File: src/hdl/bb3_pkg.sv
package bb3_pkg;

	localparam int CFG_INDEX_W  = 2;
	localparam int CFG_DATA_W   = 16;
	localparam int IMG_WIDTH_W  = 11;
	localparam int IMG_HEIGHT_W = 16;

	localparam logic [CFG_INDEX_W-1:0] REG_IMAGE_WIDTH  = 2'd0;
	localparam logic [CFG_INDEX_W-1:0] REG_IMAGE_HEIGHT = 2'd1;

	localparam logic [IMG_WIDTH_W-1:0]  IMAGE_WIDTH_RST  = 11'd1024;
	localparam logic [IMG_HEIGHT_W-1:0] IMAGE_HEIGHT_RST = 16'd768;

	localparam int QUEUE_DEPTH = 4;

	localparam int COUNT_W     = 4;
	localparam int SUM_W       = 12;
	localparam int NUMER_W     = 13;
	localparam int RECIP_W     = 18;
	localparam int RECIP_SHIFT = 18;
	localparam int PROD_W      = NUMER_W + RECIP_W;

	typedef struct packed {
		logic [7:0] red;
		logic [7:0] green;
		logic [7:0] blue;
	} pixel_t;

	typedef struct packed {
		pixel_t     pix;
		logic [8:0] mask;
		logic       first_col;
		logic       emit;
		logic       last;
	} cmd_t;

	// ceil(2^RECIP_SHIFT / (2*count)), exact for every numerator below 2^NUMER_W
	function automatic logic [RECIP_W-1:0] recip(input logic [COUNT_W-1:0] count);
		logic [RECIP_W-1:0] m;
		case (count)
			4'd1:    m = 18'd131072;
			4'd2:    m = 18'd65536;
			4'd3:    m = 18'd43691;
			4'd4:    m = 18'd32768;
			4'd6:    m = 18'd21846;
			4'd9:    m = 18'd14564;
			default: m = '0;
		endcase
		return m;
	endfunction

endpackage

File: src/hdl/bb3_queue.sv
module bb3_queue #(
	parameter int DATA_W = 36
) (
	input  logic              clk,
	input  logic              arst_n,
	input  logic              push,
	input  logic [DATA_W-1:0] push_data,
	input  logic              pop,
	output logic [DATA_W-1:0] head_data,
	output logic              full,
	output logic              empty
);

	localparam int DEPTH = bb3_pkg::QUEUE_DEPTH;
	localparam int PTR_W = $clog2(DEPTH);
	localparam int CNT_W = $clog2(DEPTH + 1);

	logic [DATA_W-1:0] slot_q [DEPTH];
	logic [PTR_W-1:0]  wr_ptr_q;
	logic [PTR_W-1:0]  rd_ptr_q;
	logic [CNT_W-1:0]  cnt_q;
	logic              do_push;
	logic              do_pop;

	assign full      = (cnt_q == CNT_W'(DEPTH));
	assign empty     = (cnt_q == '0);
	assign do_push   = push && !full;
	assign do_pop    = pop && !empty;
	assign head_data = slot_q[rd_ptr_q];

	always_ff @(posedge clk or negedge arst_n) begin
		if (!arst_n) begin
			wr_ptr_q <= '0;
			rd_ptr_q <= '0;
			cnt_q    <= '0;
		end else begin
			if (do_push) begin
				wr_ptr_q <= (wr_ptr_q == PTR_W'(DEPTH - 1)) ? '0 : wr_ptr_q + 1'b1;
			end
			if (do_pop) begin
				rd_ptr_q <= (rd_ptr_q == PTR_W'(DEPTH - 1)) ? '0 : rd_ptr_q + 1'b1;
			end
			if (do_push && !do_pop) begin
				cnt_q <= cnt_q + 1'b1;
			end else if (do_pop && !do_push) begin
				cnt_q <= cnt_q - 1'b1;
			end
		end
	end

	always_ff @(posedge clk) begin
		if (do_push) begin
			slot_q[wr_ptr_q] <= push_data;
		end
	end

endmodule

File: config.mk
export PLATFORM = sky130hd
export DESIGN_NAME = bb3_queue
export DESIGN_NICKNAME = d
export VERILOG_FILES = /design/src/hdl/bb3_pkg.sv /design/src/hdl/bb3_queue.sv
export SDC_FILE = /design/constraint.sdc
export NUM_CORES = 1
export LEC_CHECK = 0
export ABC_CLOCK_PERIOD_IN_PS = 7100
export BUFFER_PORTS_ARGS = -buffer_cell sky130_fd_sc_hd__buf_2
export CORE_MARGIN = 3
export CORE_UTILIZATION = 40
export DETAILED_ROUTE_END_ITERATION = 7
export PLACE_DENSITY = 0.68
export SLEW_MARGIN = 20
export SYNTH_ARGS = -nofsm -noshare
export SYNTH_HDL_FRONTEND = slang
export SYNTH_SLANG_ARGS = --single-unit
File: constraint.sdc
create_clock -name clk -period 7.1 [get_ports clk]
set_clock_uncertainty 0.15 [all_clocks]
set_input_delay 1.42 -clock clk [delete_from_list [all_inputs] [get_ports clk]]
set_output_delay 1.42 -clock clk [all_outputs]
set_load 0.02 [all_outputs]
* Yosys cells after proc, flatten, opt, wreduce, memory -nomap -nowiden
Memory sizes are Yosys's and may differ from the RTL's. Cells that the tools add are included.
Storage, ports and cells: flip-flop bits (word level) 7, bits in writable memories 144, output and inout port bits 38, memories kept 1
Memory list:
- slot_q | words 4, bits a word 36, rd ports 1, clocked after Yosys merged registers in 0, wr ports 1, RTL line bb3_queue.sv:18 | logic [DATA_W-1:0] slot_q [DEPTH];
Cells by class: add/subtract/negate cells 4, equality and inequality tests 3, muxes and demuxes 6, reductions and logical operators 10
Operators with widths (count):
- $mux 3 | 2
- $add 2x1->2 const B | 2
- $eq 2x2->1 const B | 2
- $logic_and 1x1->1 | 4
- $logic_not 1->1 | 4
- $mux 2 | 2
- $add 3x1->3 const B | 1
- $eq 3x3->1 const B | 1
- $logic_not 3->1 | 1
- $sub 3x1->3 const B | 1
- $mux 1 | 2
- $reduce_bool 2->1 | 1

* Depth between registers and ports, before layout
depth in word-level cells 7, gate-level depth with buffers 8

* Worst setup path before layout
No wires, ideal clock.
kind input port to flip-flop, start point in push, end point mem slot_q[3][0], enable pin, library setup time 0.430 ns, arrival 2.995 ns, required time 6.520 ns, path slack 3.525 ns, cell stages on the path 2, path buffers 0, cells stage by stage nand2_1 nor2_1
On the way: longest elaborated chain between the ends 3
Ends and longest elaborated chain:
- start, declared | RTL line bb3_queue.sv:6 | input logic push,
- $logic_and 1x1->1 | RTL line bb3_queue.sv:27 | assign do_push = push && !full;
- $mux 1 | RTL line bb3_queue.sv:52 | if (do_push) begin
- $mux 1 (implied by the code) | RTL line bb3_queue.sv:53 | slot_q[wr_ptr_q] <= push_data;
- end, declared | RTL line bb3_queue.sv:18
No other way between the ends.

* Final worst setup path
start point reg rd_ptr_q[0], end point out head_data[6]
On the way: longest elaborated chain between the ends 1
Ends and longest elaborated chain:
- start, declared | RTL line bb3_queue.sv:20 | logic [PTR_W-1:0] rd_ptr_q;
- start signal, assigned | RTL line bb3_queue.sv:41 | rd_ptr_q <= (rd_ptr_q == PTR_W'(DEPTH - 1)) ? '0 : rd_ptr_q + 1'b1;
- $mem_v2 4x36
- end, declared | RTL line bb3_queue.sv:9 | output logic [DATA_W-1:0] head_data,
No other way between the ends.

==> results.md <==
Critical path:
- The worst path arrival time is 2180 ps.
- The cell with the largest stage delay on the worst path is buf_4.
- Together, buffers and inverters on the worst path number 2.
- The end of the worst register-to-register path is cnt_q[2].
- The register-to-register path setup slack is 4800 ps.
- The worst stage delay on the critical path is 620 ps.
- The critical path's top delay family is buffers and inverters.
- The end point of the critical path is head_data[6].
- The critical path is of the register to output port type.
- The critical path goes through buf_4 -> mux4_2 -> buf_2.
- STA classifies the critical path endpoint as an output port.
- The length in cells of the worst reg-to-reg path is 7.
- The top fanout value on the critical path is 39.
- In this run the number of cells on the critical path is 3.
- The worst register-to-register path begins at cnt_q[0].
- Tracing the worst setup path back leads to its startpoint at rd_ptr_q[0].
- STA classifies the critical path startpoint as a register.
- At the worst endpoint, the required time is 5530 ps.

Floorplanning:
- The die is 124.9 um wide.
- The floorplan has 42 rows.
- In this run the count of I/O pins placed on the die edge is 78.
- From bottom edge to top edge, the die measures 124.9 um.
- The area of the core is 13510 sq um.
- The floorplan step defined a die boundary enclosing 15600 sq um.
- The initial utilization of the core area, before any placement, comes to 0.4186.

Power:
- Power spread over the standard cell area amounts to 445.0 nW/um^2.
- The worst ir drop on vdd is 0.0002397 V.
- The standby leakage power is 0.002369 uW.

Logic synthesis:
- For this run, asynchronously set or reset flops after synthesis account for 0.04636.
- The top-area cell type share of the netlist area is 0.7649.
- The synthesized design contains 144 enable-type register cells.
- The post-synthesis instance total is 225.
- The netlist area before placement is 5653 sq um.
- By count the netlist is led by edfxtp_1 (144), mux4_2 (36), dfrtp_1 (7).
- The sequential fraction of the synthesis area is 0.7959.
- For this run, the leading register cell type out of synthesis is edfxtp_1.
- The number of nets produced by synthesis is 272.
- The number of warnings reported in the yosys synthesis log is 0.
- edfxtp_1 takes more of the synthesized area than any other cell.
- The cell with the most instances after synthesis is edfxtp_1.
- After synthesis, the mean cell area works out to 25.12 sq um.
- The synthesized netlist contains 22 unique library cells.
- After synthesis the netlist holds a flip-flop and latch count of 151.
- After synthesis, the cell types taking the most area are edfxtp_1 (76%), mux4_2 (14%), dfrtp_1 (3.1%).

Clock network:
- The post-CTS setup buffer count is 0.
- Clock-pin slew was measured on the worst setup and hold paths at 60 ps.
- TritonCTS built the clock tree.
- The TritonCTS sink count is 151.
- The clock tree synthesis step divided the H-tree into 4 levels.
- Once the clock tree was built, the resizer swapped 0 gates to a different size.
- The number of hold-repair buffers added at the cts stage is 0.
- The maximum buffer depth of the clock tree is 2.
- The insertion delay to the later sink of the worst-skew pair is 410 ps.
- The number of buffers added by the clock tree synthesis step is 17.
- The buffer cell driving the clock tree root is clkbuf_16.

STA:
- The shortest period the worst path allows is 3746 ps.
- Headroom to the max-slew limit came out at 0.2852.
- For this run, the top clock speed supported by timing is 266.9 MHz.
- The number of hold-slack violations in the final timing report was 0.
- The number of setup violations in the final report is 0.
- The setup TNS is 0 ps.
- The total count of max-transition violations in the final report is 0.
- Setup repair after global routing left no endpoint under its margin.
- Dividing the final minimum period by the clock period gives 0.5276.
- At the pin with the least slew margin, the transition time is 1072 ps.

Global routing:
- For this run, the total global-route usage over all layers was measured as 0.1323.
- Entering global routing, the biggest net connects 40 pins.
- For this run the aggregate overflow at the end of global routing stands at 0.
- The via count of the first global-routing pass was 2751.
- The number of antenna violations at the first check in global routing was 0.
- The global-route wire length before repair is 15.36 mm.

Layout:
- The number of nets in the layout is 362.
- Of the cells placed in the final design, the portion with a size suffix greater than 1 is 0.4787.
- 0 antenna diodes ended up in the layout.
- After the flow finishes, the layout carries non-filler instances totaling 504.
- The signed area change from the synthesized netlist to the final layout is 20.54%.

Drt:
- The number of antenna-violating nets in the routed design is 0.
- The detailed router placed 2520 vias in this run.
- The detailed router's first-iteration violation count is 169.
- The detailed-route vias per instance is 5.000.
- The final routed wire length divided by cell count is 19.05 um.
- The iteration count of the initial detailed-routing pass is 4.
- The detailed-route wire length is 9.600 mm.
- For this run, design rule violations remaining after detail routing come to 0.

Run:
- The tool flagged a number of max-cap violations equal to 0.

Outcome:
- The flow ran to the end, and the final reports show no timing, DRC or antenna violations.

Worst hold path:
- The number of cells on the worst hold path is 1.
- The type of the worst min-delay path is register to register.

Placed design:
- In this run the tool buffered the top-level ports with 77 buffer cells.
- At the end of routability-driven placement, the weighted congestion stood at 0.6675.
- In this run, placement finished with an instance count of 472.
- The HPWL reported at the end of detailed placement is 5.387 mm.
-- kinds of logic (layout without fill, tap and decap cells) --
logic type               Yosys count  count (layout)  synth area share
multiplexers                      40              40            0.1527
XOR/XNOR                           3               3          0.004649
flip-flops                       151             151            0.7959
AO/OA/AOI/OAI                      2               2          0.003542
AND/OR/NAND/NOR                   11              11           0.01350
adder cells (fa/ha/maj)            7               7           0.01682
buffers and inverters             11             114           0.01284
-- metrics by stage --
stage	setup WS, ps	area, sq um	utilization	hold slack (ps)	power [uW]
2_1_floorplan	3525	5653	-	351.3	1921
3_3_place_gp	3717	6226	0.4610	372.5	2183
3_5_place_dp	3716	6226	0.4610	373.4	2196
4_1_cts	3265	6814	0.5045	387.0	3087
5_1_grt	3183	6814	0.5045	421.5	3188
6_report	3354	6814	0.5045	381.8	3032
-- state kept, by name, indices dropped and copies added, names as in the netlist --
| signal | cells |
|---|---|
| wr_ptr_q | 2 |
| rd_ptr_q | 2 |
| cnt_q | 3 |
| slot_q | 144 |
-- final cells by class --
cell class                      instances  area, sq um
Sequential cell                       151         4502
Clock buffer                           19        432.9
Tap cell                              176        220.2
Multi-Input combinational cell         63         1092
Inverter                                3        11.26
Clock inverter                         13        155.1
Fill cell                            1113         6691
Timing Repair Buffer                   79        400.4
-- how the worst min path moves through the flow --
stage	startpoint	endpoint	slack [ps]
global route	cnt_q[2]	cnt_q[2]	420
floorplan	cnt_q[2]	cnt_q[2]	350
detailed placement	cnt_q[2]	cnt_q[2]	370
CTS	cnt_q[2]	cnt_q[2]	390
global placement	cnt_q[2]	cnt_q[2]	370
finish	cnt_q[2]	cnt_q[2]	380
-- worst reg2reg max path: cells and delay by family, from the launching register on --
kind | cells | cell delay, ps
AO/OA/AOI/OAI | 1 | 460
XOR/XNOR | 2 | 310
adder cells (fa/ha/maj) | 2 | 640
buffers and inverters | 1 | 60
flip-flops | 1 | 470
AND/OR/NAND/NOR | 1 | 120
-- cells in the final DEF (no fill, tap or decap), types with 3 or more instances in the layout --
cell / count
edfxtp_1: 144
buf_2: 77
mux4_2: 36
clkbuf_16: 17
ha_1: 6
clkinv_2: 5
dfrtp_1: 5
inv_1: 3
and2_2: 3
bufinv_16: 3
clkinvlp_4: 3
-- metal layers --
layer  GRT usage  share of wire  wire [um]  vias up
met4     0.05612          0.021        197        0
met2      0.2048           0.49       4716       64
li1            -              -          -     1134
met5           0              0          0        -
met3     0.05274          0.054        518       16
met1      0.1666           0.43       4168     1306
-- power by group --
group          leakage, uW  switching (uW)  total, uW  internal [uW]
Clock             0.000283             337        888            550
Sequential         0.00140            99.4       1280           1180
Combinational     0.000687             490        862            372
Power figures use the tool's default switching activity.
